`config.mk`:
```
export PLATFORM = sky130hd
export DESIGN_NAME = id3v2_tag_frame_parser_core
export DESIGN_NICKNAME = d
export VERILOG_FILES = /design/src/design/id3p_pkg.sv /design/src/design/id3p_in_stage.sv /design/src/design/id3p_engine.sv /design/src/design/id3p_out_stage.sv /design/src/design/id3v2_tag_frame_parser_core.sv
export SDC_FILE = /design/constraint.sdc
export NUM_CORES = 1
export LEC_CHECK = 0
export ABC_AREA = 0
export BUFFER_PORTS_ARGS = -buffer_cell sky130_fd_sc_hd__buf_2
export CAP_MARGIN = 20
export CORE_MARGIN = 5
export CORE_UTILIZATION = 40
export CTS_BUF_LIST = sky130_fd_sc_hd__clkbuf_16
export DETAILED_ROUTE_END_ITERATION = 16
export SYNTH_ARGS = -nofsm -noshare
export SYNTH_HDL_FRONTEND = slang
export SYNTH_HIERARCHICAL = 1
export SYNTH_SLANG_ARGS = --single-unit
```
`constraint.sdc`:
```
create_clock -name clk -period 3.4 [get_ports clk]
set_input_delay 0.34 -clock clk [delete_from_list [all_inputs] [get_ports clk]]
set_output_delay 0.34 -clock clk [all_outputs]
set_load 0.05 [all_outputs]
```
`src/design/id3p_pkg.sv`:
```
// shared types, codes and helper functions of the id3v2 tag and frame parser
package id3p_pkg;

  typedef enum logic [1:0] {
    PH_HEADER   = 2'd0,
    PH_FRAMEHDR = 2'd1,
    PH_CONTENT  = 2'd2,
    PH_SKIP     = 2'd3
  } phase_t;

  localparam logic [2:0] EV_TAG_OK      = 3'd0;
  localparam logic [2:0] EV_NOT_ID3     = 3'd1;
  localparam logic [2:0] EV_BAD_VERSION = 3'd2;
  localparam logic [2:0] EV_FRAME_START = 3'd3;
  localparam logic [2:0] EV_CONTENT     = 3'd4;
  localparam logic [2:0] EV_PADDING     = 3'd5;
  localparam logic [2:0] EV_TAG_END     = 3'd6;

  localparam logic [3:0] KIND_APIC    = 4'd11;
  localparam logic [3:0] KIND_UNKNOWN = 4'd12;
  localparam int unsigned NumKnown    = 12;

  localparam logic [23:0] SIG_ID3      = 24'h494433;
  localparam logic [7:0]  VER_3        = 8'h03;
  localparam logic [7:0]  VER_4        = 8'h04;
  localparam logic [7:0]  ENC_UTF16    = 8'h01;
  localparam logic [7:0]  ID_TEXT_HEAD = 8'h54;
  localparam logic [31:0] ID_COMM      = 32'h434F4D4D;

  localparam logic [3:0] POS_VERSION   = 4'd3;
  localparam logic [3:0] POS_ID_DONE   = 4'd3;
  localparam logic [3:0] POS_SIZE_DONE = 4'd7;
  localparam logic [3:0] POS_ADD_CALC  = 4'd8;
  localparam logic [3:0] POS_LAST_HDR  = 4'd9;

  // frame ids in kind order
  localparam logic [31:0] KNOWN_IDS [NumKnown] = '{
    32'h54495432, // TIT2
    32'h54504531, // TPE1
    32'h54414C42, // TALB
    32'h54594552, // TYER
    32'h5452434B, // TRCK
    32'h54434F4E, // TCON
    32'h434F4D4D, // COMM
    32'h54504532, // TPE2
    32'h54434F4D, // TCOM
    32'h54434F50, // TCOP
    32'h54505542, // TPUB
    32'h41504943  // APIC
  };

  typedef struct packed {
    logic [7:0] data_byte;
    logic       end_of_file;
  } in_item_t;

  typedef struct packed {
    logic        valid;
    logic [2:0]  event_kind;
    logic [3:0]  frame_kind;
    logic [31:0] value;
    logic        frame_last;
  } result_t;

  // 7 low bits of each byte, msb first
  function automatic logic [27:0] synchsafe(input logic [31:0] w);
    synchsafe = {w[30:24], w[22:16], w[14:8], w[6:0]};
  endfunction

  function automatic logic [3:0] classify(input logic [31:0] id);
    logic [3:0] k;
    k = KIND_UNKNOWN;
    for (int i = NumKnown - 1; i >= 0; i--) begin
      if (KNOWN_IDS[i] == id) begin
        k = 4'(i);
      end
    end
    classify = k;
  endfunction

endpackage

```
`src/design/id3p_in_stage.sv`:
```
// input register stage of the id3v2 parser
module id3p_in_stage (
  input  logic              clk,
  input  logic              rst,
  input  logic              in_valid,
  output logic              in_ready,
  input  id3p_pkg::in_item_t in_item,
  input  logic              room,
  output logic              advance,
  output id3p_pkg::in_item_t item
);

  logic held;

  assign advance  = held && room;
  assign in_ready = !held || room;

  always_ff @(posedge clk) begin
    if (rst) begin
      held <= 1'b0;
    end else if (in_ready) begin
      held <= in_valid;
    end
  end

  always_ff @(posedge clk) begin
    if (in_valid && in_ready) begin
      item <= in_item;
    end
  end

endmodule

```
`src/design/id3p_engine.sv`:
```
// parse state and per-byte result logic of the id3v2 parser
module id3p_engine (
  input  logic               clk,
  input  logic               rst,
  input  logic               advance,
  input  id3p_pkg::in_item_t item,
  output id3p_pkg::result_t  res
);

  id3p_pkg::phase_t phase, phase_next;
  logic [3:0]  byte_position, byte_position_next;
  logic [31:0] header_shift, header_shift_next;
  logic        is_version_four, is_version_four_next;
  logic [27:0] total_tag_size, total_tag_size_next;
  logic [31:0] consumed_count, consumed_count_next;
  logic [31:0] current_frame_size, current_frame_size_next;
  logic [31:0] frame_add, frame_add_next;
  logic [31:0] content_index, content_index_next;
  logic [3:0]  current_kind, current_kind_next;
  logic        strip_utf16, strip_utf16_next;
  logic        text_like_frame, text_like_frame_next;

  logic [7:0]  b;
  logic [31:0] hs_new;
  logic        sig_ok, ver_ok, tag_done, content_last, strip_eff;
  logic [31:0] index_inc;
  logic [32:0] add_wide, sum_wide;

  assign b         = item.data_byte;
  assign hs_new    = {header_shift[23:0], b};
  assign sig_ok    = (hs_new[31:8] == id3p_pkg::SIG_ID3);
  assign ver_ok    = (b == id3p_pkg::VER_3) || (b == id3p_pkg::VER_4);
  assign tag_done  = (consumed_count >= {4'd0, total_tag_size});
  assign index_inc = content_index + 32'd1;
  assign content_last = (index_inc == current_frame_size);
  assign strip_eff = (content_index == 32'd0) ? (text_like_frame && (b == id3p_pkg::ENC_UTF16))
                                              : strip_utf16;
  assign add_wide  = {1'b0, current_frame_size} + 33'd10;
  assign sum_wide  = {1'b0, consumed_count} + {1'b0, frame_add};

  always_comb begin
    phase_next = phase;
    unique case (phase)
      id3p_pkg::PH_HEADER: begin
        if (byte_position == id3p_pkg::POS_VERSION && (!sig_ok || !ver_ok)) begin
          phase_next = id3p_pkg::PH_SKIP;
        end else if (byte_position >= id3p_pkg::POS_LAST_HDR) begin
          phase_next = id3p_pkg::PH_FRAMEHDR;
        end
      end
      id3p_pkg::PH_FRAMEHDR: begin
        if (byte_position == 4'd0 && (tag_done || b == 8'd0)) begin
          phase_next = id3p_pkg::PH_SKIP;
        end else if (byte_position >= id3p_pkg::POS_LAST_HDR) begin
          phase_next = (current_frame_size == 32'd0) ? id3p_pkg::PH_FRAMEHDR
                                                     : id3p_pkg::PH_CONTENT;
        end
      end
      id3p_pkg::PH_CONTENT: begin
        if (content_last) begin
          phase_next = id3p_pkg::PH_FRAMEHDR;
        end
      end
      id3p_pkg::PH_SKIP: begin
        phase_next = id3p_pkg::PH_SKIP;
      end
      default: begin
        phase_next = id3p_pkg::PH_HEADER;
      end
    endcase
    if (item.end_of_file) begin
      phase_next = id3p_pkg::PH_HEADER;
    end
  end

  always_comb begin
    byte_position_next      = byte_position;
    header_shift_next       = header_shift;
    is_version_four_next    = is_version_four;
    total_tag_size_next     = total_tag_size;
    consumed_count_next     = consumed_count;
    current_frame_size_next = current_frame_size;
    frame_add_next          = frame_add;
    content_index_next      = content_index;
    current_kind_next       = current_kind;
    strip_utf16_next        = strip_utf16;
    text_like_frame_next    = text_like_frame;
    res                     = '0;

    unique case (phase)
      id3p_pkg::PH_HEADER: begin
        header_shift_next = hs_new;
        if (byte_position == id3p_pkg::POS_VERSION && !sig_ok) begin
          res.valid      = 1'b1;
          res.event_kind = id3p_pkg::EV_NOT_ID3;
        end else if (byte_position == id3p_pkg::POS_VERSION && !ver_ok) begin
          res.valid      = 1'b1;
          res.event_kind = id3p_pkg::EV_BAD_VERSION;
          res.value      = {24'd0, b};
        end else begin
          if (byte_position == id3p_pkg::POS_VERSION) begin
            is_version_four_next = (b == id3p_pkg::VER_4);
          end
          if (byte_position >= id3p_pkg::POS_LAST_HDR) begin
            total_tag_size_next = id3p_pkg::synchsafe(hs_new);
            consumed_count_next = 32'd0;
            byte_position_next  = 4'd0;
            res.valid           = 1'b1;
            res.event_kind      = id3p_pkg::EV_TAG_OK;
            res.value           = is_version_four ? {24'd0, id3p_pkg::VER_4}
                                                  : {24'd0, id3p_pkg::VER_3};
          end else begin
            byte_position_next = byte_position + 4'd1;
          end
        end
      end
      id3p_pkg::PH_FRAMEHDR: begin
        if (byte_position == 4'd0 && tag_done) begin
          res.valid      = 1'b1;
          res.event_kind = id3p_pkg::EV_TAG_END;
        end else if (byte_position == 4'd0 && b == 8'd0) begin
          res.valid      = 1'b1;
          res.event_kind = id3p_pkg::EV_PADDING;
          res.value      = {4'd0, total_tag_size} - consumed_count;
        end else begin
          header_shift_next = hs_new;
          if (byte_position == id3p_pkg::POS_ID_DONE) begin
            current_kind_next    = id3p_pkg::classify(hs_new);
            text_like_frame_next = (hs_new[31:24] == id3p_pkg::ID_TEXT_HEAD) ||
                                   (hs_new == id3p_pkg::ID_COMM);
          end else if (byte_position == id3p_pkg::POS_SIZE_DONE) begin
            current_frame_size_next = is_version_four ? {4'd0, id3p_pkg::synchsafe(hs_new)}
                                                      : hs_new;
          end else if (byte_position == id3p_pkg::POS_ADD_CALC) begin
            // frame header plus body, saturated
            frame_add_next = add_wide[32] ? 32'hFFFF_FFFF : add_wide[31:0];
          end
          if (byte_position >= id3p_pkg::POS_LAST_HDR) begin
            consumed_count_next = sum_wide[32] ? 32'hFFFF_FFFF : sum_wide[31:0];
            byte_position_next  = 4'd0;
            content_index_next  = 32'd0;
            strip_utf16_next    = 1'b0;
            res.valid           = 1'b1;
            res.event_kind      = id3p_pkg::EV_FRAME_START;
            res.frame_kind      = current_kind;
            res.value           = current_frame_size;
          end else begin
            byte_position_next = byte_position + 4'd1;
          end
        end
      end
      id3p_pkg::PH_CONTENT: begin
        strip_utf16_next = strip_eff;
        if (current_kind != id3p_pkg::KIND_UNKNOWN) begin
          res.event_kind = id3p_pkg::EV_CONTENT;
          res.frame_kind = current_kind;
          res.frame_last = content_last;
          if (!strip_eff) begin
            res.valid = 1'b1;
            res.value = {24'd0, b};
          end else if (content_index == 32'd0) begin
            res.valid = 1'b1;
            res.value = 32'd0;
          end else if (content_index >= 32'd3 && content_index[0] && b != 8'd0) begin
            res.valid = 1'b1;
            res.value = {24'd0, b};
          end
          if (!res.valid) begin
            res.event_kind = id3p_pkg::EV_TAG_OK;
            res.frame_kind = 4'd0;
            res.frame_last = 1'b0;
          end
        end
        if (content_last) begin
          byte_position_next = 4'd0;
        end else begin
          content_index_next = index_inc;
        end
      end
      id3p_pkg::PH_SKIP: begin
        res = '0;
      end
      default: begin
        res = '0;
      end
    endcase

    if (item.end_of_file) begin
      byte_position_next      = 4'd0;
      header_shift_next       = 32'd0;
      is_version_four_next    = 1'b0;
      total_tag_size_next     = 28'd0;
      consumed_count_next     = 32'd0;
      current_frame_size_next = 32'd0;
      frame_add_next          = 32'd0;
      content_index_next      = 32'd0;
      current_kind_next       = id3p_pkg::KIND_UNKNOWN;
      strip_utf16_next        = 1'b0;
      text_like_frame_next    = 1'b0;
    end
  end

  always_ff @(posedge clk) begin
    if (rst) begin
      phase              <= id3p_pkg::PH_HEADER;
      byte_position      <= 4'd0;
      header_shift       <= 32'd0;
      is_version_four    <= 1'b0;
      total_tag_size     <= 28'd0;
      consumed_count     <= 32'd0;
      current_frame_size <= 32'd0;
      frame_add          <= 32'd0;
      content_index      <= 32'd0;
      current_kind       <= id3p_pkg::KIND_UNKNOWN;
      strip_utf16        <= 1'b0;
      text_like_frame    <= 1'b0;
    end else if (advance) begin
      phase              <= phase_next;
      byte_position      <= byte_position_next;
      header_shift       <= header_shift_next;
      is_version_four    <= is_version_four_next;
      total_tag_size     <= total_tag_size_next;
      consumed_count     <= consumed_count_next;
      current_frame_size <= current_frame_size_next;
      frame_add          <= frame_add_next;
      content_index      <= content_index_next;
      current_kind       <= current_kind_next;
      strip_utf16        <= strip_utf16_next;
      text_like_frame    <= text_like_frame_next;
    end
  end

`ifndef NO_ASSERTIONS
  a_eof_restarts: assert property (@(posedge clk) disable iff (rst)
    advance && item.end_of_file |=> phase == id3p_pkg::PH_HEADER && byte_position == 4'd0)
    else $error("end of file did not return the parser to header search");

  a_last_is_content: assert property (@(posedge clk) disable iff (rst)
    res.valid && res.frame_last |-> res.event_kind == id3p_pkg::EV_CONTENT)
    else $error("frame_last on a non-content word");

  a_kind_zero: assert property (@(posedge clk) disable iff (rst)
    res.valid && res.event_kind != id3p_pkg::EV_CONTENT &&
    res.event_kind != id3p_pkg::EV_FRAME_START |-> res.frame_kind == 4'd0)
    else $error("frame kind set on a tag-level word");

  a_pos_range: assert property (@(posedge clk) disable iff (rst)
    byte_position <= id3p_pkg::POS_LAST_HDR)
    else $error("header byte position out of range");
`endif

endmodule

```
`src/design/id3p_out_stage.sv`:
```
// result register of the id3v2 parser
module id3p_out_stage (
  input  logic              clk,
  input  logic              rst,
  input  logic              advance,
  input  id3p_pkg::result_t res,
  output logic              room,
  output logic              out_valid,
  input  logic              out_ready,
  output logic [2:0]        event_kind,
  output logic [3:0]        frame_kind,
  output logic [31:0]       value,
  output logic              frame_last
);

  assign room = !out_valid || out_ready;

  always_ff @(posedge clk) begin
    if (rst) begin
      out_valid <= 1'b0;
    end else if (room) begin
      out_valid <= advance && res.valid;
    end
  end

  always_ff @(posedge clk) begin
    if (room && advance && res.valid) begin
      event_kind <= res.event_kind;
      frame_kind <= res.frame_kind;
      value      <= res.value;
      frame_last <= res.frame_last;
    end
  end

endmodule

```
`src/design/id3v2_tag_frame_parser_core.sv`:
```
// top level of the id3v2 tag and frame parser
// Takes a file one byte per word on the slave stream (tlast marks the last byte of the file)
// and reports tag and frame events on the master stream. The 10-byte header is checked for
// the ID3 signature and major version 3 or 4, then frame headers are walked and content
// bytes of known frames are passed on, with a simple utf-16 strip for text and comment
// frames whose encoding byte is 1. A byte enters an input register, is decoded in one
// pass against the parse state, and its result (zero or one word) lands in an output
// register. One byte is taken per clock cycle while the master side is not stalled; a byte
// passes the input register and then the output register (two register stages) before its
// result is valid on the master side, and a stalled master side holds the input side after
// at most one more byte has been buffered. Bytes that cause no result are simply absorbed.
module id3v2_tag_frame_parser_core (
  input  logic        clk,
  input  logic        rst,
  // byte stream in
  input  logic        s_tvalid,
  output logic        s_tready,
  input  logic [7:0]  s_tdata,   // [7:0] data_byte
  input  logic        s_tlast,   // end_of_file
  // event stream out
  output logic        m_tvalid,
  input  logic        m_tready,
  output logic [31:0] m_tdata,   // [31:0] value
  output logic [6:0]  m_tuser,   // [2:0] event_kind, [6:3] frame_kind
  output logic        m_tlast    // frame_last
);

  id3p_pkg::in_item_t in_item;
  id3p_pkg::in_item_t item;
  id3p_pkg::result_t  res;
  logic               room;
  logic               advance;
  logic [2:0]         event_kind;
  logic [3:0]         frame_kind;

  assign in_item.data_byte   = s_tdata;
  assign in_item.end_of_file = s_tlast;

  // input register, loads whenever it is empty or the decode stage moves on
  id3p_in_stage u_in (
    .clk      (clk),
    .rst      (rst),
    .in_valid (s_tvalid),
    .in_ready (s_tready),
    .in_item  (in_item),
    .room     (room),
    .advance  (advance),
    .item     (item)
  );

  // parse state and per-byte decode
  id3p_engine u_engine (
    .clk     (clk),
    .rst     (rst),
    .advance (advance),
    .item    (item),
    .res     (res)
  );

  // result register toward the master side
  id3p_out_stage u_out (
    .clk        (clk),
    .rst        (rst),
    .advance    (advance),
    .res        (res),
    .room       (room),
    .out_valid  (m_tvalid),
    .out_ready  (m_tready),
    .event_kind (event_kind),
    .frame_kind (frame_kind),
    .value      (m_tdata),
    .frame_last (m_tlast)
  );

  assign m_tuser = {frame_kind, event_kind};

endmodule

```
Word level (Yosys, flattened, before mapping)

Index checks and enable logic that the tools add are counted.

$add $sub $neg: 5
Magnitude comparators: 3
Equality and inequality tests: 42
Reduce and logical (&&, ||, !) cells: 51
Multiplexer cells: 114

Operators by type and width:

| kind                                                                                  | number |
|---|---|
| 32-bit two-way mux                                                                    | 33 |
| 31-bit by 32-bit equality test with 1-bit output (first input constant)               | 12 |
| 28-bit two-way mux                                                                    | 5 |
| 32-bit one-hot mux with 2 select lines                                                | 2 |
| 32-bit one-hot mux with 4 select lines                                                | 1 |
| 4-bit two-way mux                                                                     | 26 |
| 24-bit two-way mux                                                                    | 3 |
| 32-bit logical NOT                                                                    | 2 |
| 24-bit one-hot mux with 2 select lines                                                | 1 |
| 41-bit two-way mux                                                                    | 1 |
| 40-bit two-way mux                                                                    | 1 |
| 36-bit two-way mux                                                                    | 1 |
| 32-bit by 32-bit adder with 33-bit output                                             | 1 |
| 32-bit by 4-bit adder with 33-bit output (second input constant)                      | 1 |
| 32-bit by 1-bit adder with 32-bit output (second input constant)                      | 1 |
| 32-bit by 31-bit equality test with 1-bit output (second input constant)              | 1 |
| 32-bit equality test                                                                  | 1 |
| 32-bit by 2-bit greater-or-equal comparator with 1-bit output (second input constant) | 1 |
| 32-bit by 28-bit greater-or-equal comparator with 1-bit output                        | 1 |
| 28-bit by 32-bit subtractor with 32-bit output                                        | 1 |
| 24-bit by 23-bit equality test with 1-bit output (second input constant)              | 1 |
| 1-bit two-way mux                                                                     | 21 |
| 5-bit AND reduction                                                                   | 4 |
| 4-bit one-hot mux with 4 select lines                                                 | 1 |
| other kinds (39)                                                                      | 92 |

Input port bits: 13
Register bits after elaboration: 244
Logic and storage cells: 235

Depth between registers and ports, before layout

Depth in word-level cells: 18
Gate-level depth with buffers: 14
Mapped depth without buffers: 13

Hierarchy

Netlist, hierarchy kept.

By module, submodules not included:

| module         | instances | area an instance (µm²) | cells an instance |
|---|---|---|---|
| id3p_engine    | 1         | 15119.5                | 2063 |
| id3p_out_stage | 1         | 1263.7                 | 45 |
| id3p_in_stage  | 1         | 332.8                  | 15 |

Least setup slack after synthesis

OpenSTA, ideal clock, no wires.

Path kind: flip-flop to flip-flop
Start point: register u_engine.content_index[6]
End point: register u_engine.content_index[19]
Clock period less this slack: 3671 ps
Setup slack: -271 ps
Path buffers: 4
Arrival time: 3539 ps
Stages on the path, launching flop included: 14
Cell sequence: dfxtp_1 > buf_2 > nand3_1 > buf_2 > nor4_1 > a2bb2oi_1 > or4b_1 > or4_1 > or4_1 > or3_1 > buf_4 > buf_6 > mux2i_1 > o311ai_1

Cells in the longest elaborated chain, start to end: 4
Elaborated cells between the ends (all ways): 7

RTL lines:

| what                                                                              | RTL line                              | source |
|---|---|---|
| start, declared                                                                   | id3p_engine.sv:18                     | `logic [31:0] content_index, content_index_next;` |
| start signal, assigned                                                            | id3p_engine.sv:226                    | `content_index <= content_index_next;` |
| 32-bit by 1-bit adder with 32-bit output (*)                                      | id3p_engine.sv:34                     | `assign index_inc = content_index + 32'd1;` |
| 32-bit equality test or 32-bit two-way mux (tied branches)                        | id3p_engine.sv:35, id3p_engine.sv:174 |  |
| 3-bit != test (no line) or 32-bit one-hot mux with 2 select lines (tied branches) | -                                     |  |
| 6-bit AND reduction (no line) or 32-bit two-way mux (tied branches)               | -                                     |  |

Mark *: on every way between the ends. The rest lies on a longest branch, timed or not. The select of a mux whose other input is x is not followed.
A chain may end at the register's enable or synchronous reset.

Worst setup path after layout

Start point: register u_engine.content_index[8]
End point: register u_engine.content_index[16]

Same word-level chain as after synthesis.

==> run summary <==
Drt drc = 0
Iter 0 DRT Violations = 1814
Post-synth EDFFs = 49
Synth Cell Area = 16700 sq um
Antenna cells = 0
Finished Layout Cells = 2880
Minimum clock period = 3.60 ns
Setup Skew = 0.0141 ns
Htree depth = 1
Mean Syn Cell Area = 7.87 sq um
Final Hold Fails = 0
Critical Path Start Type = register
Post-Synth Adder-Cell Area = 5.48%
CTS Sinks = 244
Xor and xnor area share after synthesis = 6.13%
Vias/cell = 5.88
CTS tree = yes
Pleak = 8.47 nW
DR vias = 16900
Die Height = 214 um
Final wirelength = 60300 um
Hold Startpoint = s_tvalid
Largest family of logic cells by synthesized area = simple AND/OR/NAND/NOR gates
Ys flop type = dfxtp_1
Core Footprint = 41100 sq um
Mux contribution to synthesized area = 2.89%
CP endpoint kind = register
Status = complete, but fails checks
Total power = 6.73 mW
Fmax = 278 MHz
FF-to-FF End = u_engine/content_index[16]
Starting Density = 40.7%
Area grow syn2layout = 25.3%
Worst Hold Endpoint = u_in/held
Hpwl dp = 44900 um
Nets = 2409
Filler cells = 3967
Layout cell share with drive strength beyond 1 = 20.6%
Least-Margin Pin Slew = 1.25 ns
Arr. time, crit path = 4.11 ns
Placed insts = 2790
Critical Path RT = 3.91 ns
Global-route wire length before repair = 93600 um
Most common cell after layout, fill and taps aside = buf_4
Final setup vio count = 33
Kind of critical path = register to register
Die Footprint = 46000 sq um
DR WL/cell = 20.9 um
Grt ovf = 0
Cells on worst reg2reg path = 11
Ys Warns = 6
Fraction of the mapped netlist area in compound gates = 22.7%
Async SR Flop Fraction = 0%
Pre-antenna DRT Iters = 5
Worst VDD drop = 0.349 mV
Commonest non-fill, non-tap cells in the layout = buf_4, a21oi_1, nand2_1, nor2_1, dfxtp_1
Final GP Congestion = 0.987
Setup ws final = -0.200 ns
Unrepaired setup endpoints after global routing = true
Pins Over Slew Limit = 0
Site Rows = 74
Tightest Hold Check Type = input pin to register
Cells after synthesis = 2123
Clk slew on worst S/H paths = 0.06 ns
PortBufs = 54
Vias in the first global route = 16400
CTS buffer count = 30
Relative max-transition margin = 16.5%
Yosys cell types = 89
Cell area power density = 321 nW/um^2
Post-synthesis sequential area ratio = 32.2%
Initial antenna violation count = 0
GRT Total Usage = 24.9%
Synth Net Count = 2208
Die width = 214 um
WHS Path Cells = 3
Crit Path Max Fanout = 9
Crit path launch = u_engine/content_index[8]
Worst-skew pair later-pin latency = 0.58 ns
Simple-gate share of the synthesized area = 25.0%
Largest net degree at the start of global routing = 66
Post-DRT Antenna Nets = 0
Max_cap viols = 0
Reg2Reg Setup Slack = -0.20 ns
Failing checks = setup timing
Top Ports = 55
Synthesized flop and latch total = 244
Crit share post-route = 106%
Max Root-Sink Buffers = 3
R2R Path Start = u_engine/content_index[8]
Clock root buffer master = clkbuf_16
==> cells in the mapped netlist, drive strengths merged (9+ instances only) <==
cell | number | area, sq um
nor3 | 68 | 340
and3 | 29 | 181
a31oi | 35 | 219
nand3 | 81 | 405
o311ai | 12 | 143
o21a | 9 | 67.6
a21o | 66 | 495
inv | 81 | 304
a22oi | 28 | 210
and4 | 15 | 131
nand4 | 47 | 315
buf | 28 | 145
ha | 70 | 876
xor2 | 62 | 543
mux2i | 46 | 460
nand2b | 22 | 153
nor4 | 41 | 272
a21oi | 204 | 1030
nor2b | 39 | 251
dfxtp | 195 | 3900
or3 | 23 | 144
o211ai | 18 | 135
or4 | 10 | 75.1
o21ai | 73 | 365
and2 | 10 | 66.3
clkbuf | 130 | 492
nor3b | 9 | 67.6
a32oi | 9 | 78.8
xnor2 | 55 | 482
a211oi | 38 | 285
o31ai | 9 | 67.6
nor2 | 191 | 717
edfxtp | 49 | 1470
nand2 | 199 | 749
==> area by class of cell <==
| cell class | instances | area (sq um) | area share (%) |
|---|---|---|---|
| Inverter | 81 | 304 | 1.45 |
| Tap cell | 532 | 666 | 3.18 |
| Timing Repair Buffer | 326 | 2650 | 12.7 |
| Multi-Input combinational cell | 1641 | 10900 | 52.1 |
| Clock buffer | 31 | 776 | 3.70 |
| Clock inverter | 25 | 229 | 1.09 |
| Sequential cell | 244 | 5400 | 25.8 |
==> power breakdown <==
part	leakage, nW	switching [mW]	total [mW]	internal, mW
Combinational	5.94	0.293	0.476	0.183
Sequential	2.02	0.0222	2.98	2.96
Clock	0.515	1.32	3.27	1.95
Total	8.47	1.64	6.73	5.09
==> metal layers <==
metal	wire length, um	GRT usage [%]	part of all wire [%]
met5	0	0	0
met4	2210	7.62	3.7
met3	3260	2.61	5.4
met2	27600	40.9	46
met1	27200	34.6	45
==> worst max-delay path by stage <==
| stage | cells past startpoint | to |
|---|---|---|
| floorplan | 12 | u_engine/content_index[19] |
| global placement | 14 | u_engine/byte_position[2] |
| detailed placement | 14 | u_engine/byte_position[2] |
| CTS | 10 | u_engine/content_index[17] |
| global route | 11 | u_engine/content_index[1] |
| finish | 11 | u_engine/content_index[16] |
==> through the flow <==
stage / area, sq um / hold WS [ns] / util, % / setup TNS, ns / setup slack [ns]
5_1_grt: 20900 / 0.0499 / 50.9 / -8.03 / -0.314
6_report: 20900 / 0.0282 / 50.9 / -4.07 / -0.200
3_3_place_gp: 19000 / 0.446 / 46.3 / -15.68 / -0.510
3_5_place_dp: 19000 / 0.452 / 46.3 / -12.98 / -0.487
4_1_cts: 20600 / 0.0101 / 50.1 / -1.94 / -0.146
2_1_floorplan: 16800 / 0.402 / - / -0.264 / -0.0532
==> cells by family (layout without fill, tap and decap cells) <==
kind of cell,Yosys count,in the layout
simple gates,820,820
compound gates,583,584
flops,244,244
buf+inv,239,463
xor+xnor,117,117
fa+ha+maj,72,72
mux,48,48
==> flip-flops by register name (all words and copies together) (netlist names) <==
name and count:
u_engine/frame_add 32, u_out/value 32, u_engine/phase 2, u_engine/strip_utf16 1, u_engine/total_tag_size 28, u_engine/header_shift 24
u_in/item 9, u_engine/byte_position 4, u_engine/is_version_four 1, u_out/frame_last 1, u_engine/content_index 32, u_out/frame_kind 4
u_engine/current_kind 4, u_out/out_valid 1, u_in/held 1, u_out/event_kind 3, u_engine/consumed_count 32, u_engine/text_like_frame 1
u_engine/current_frame_size 32
==> worst max-delay path: stages (launching register included) <==
cell and delay (ns):
dfxtp_2 0.36, buf_6 0.15, nand2_2 0.10, nor4_4 0.33, a2bb2oi_2 0.10, or4b_1 0.52, or4_4 0.44, or4_1 0.49
or3_4 0.42, buf_12 0.16, o31a_4 0.33, o21ai_1 0.13
==> repair_timing <==
action                                  in CTS  in global routing
endpoints found under the setup margin     121                149
resized for setup                           67                 51
setup buffers                                7                 10
hold buffers                                 9                  0
hold endpoints to repair                     9                  0
pin swaps                                   11                 15
cloned                                       5                  3
Power figures use the tool's default switching activity.
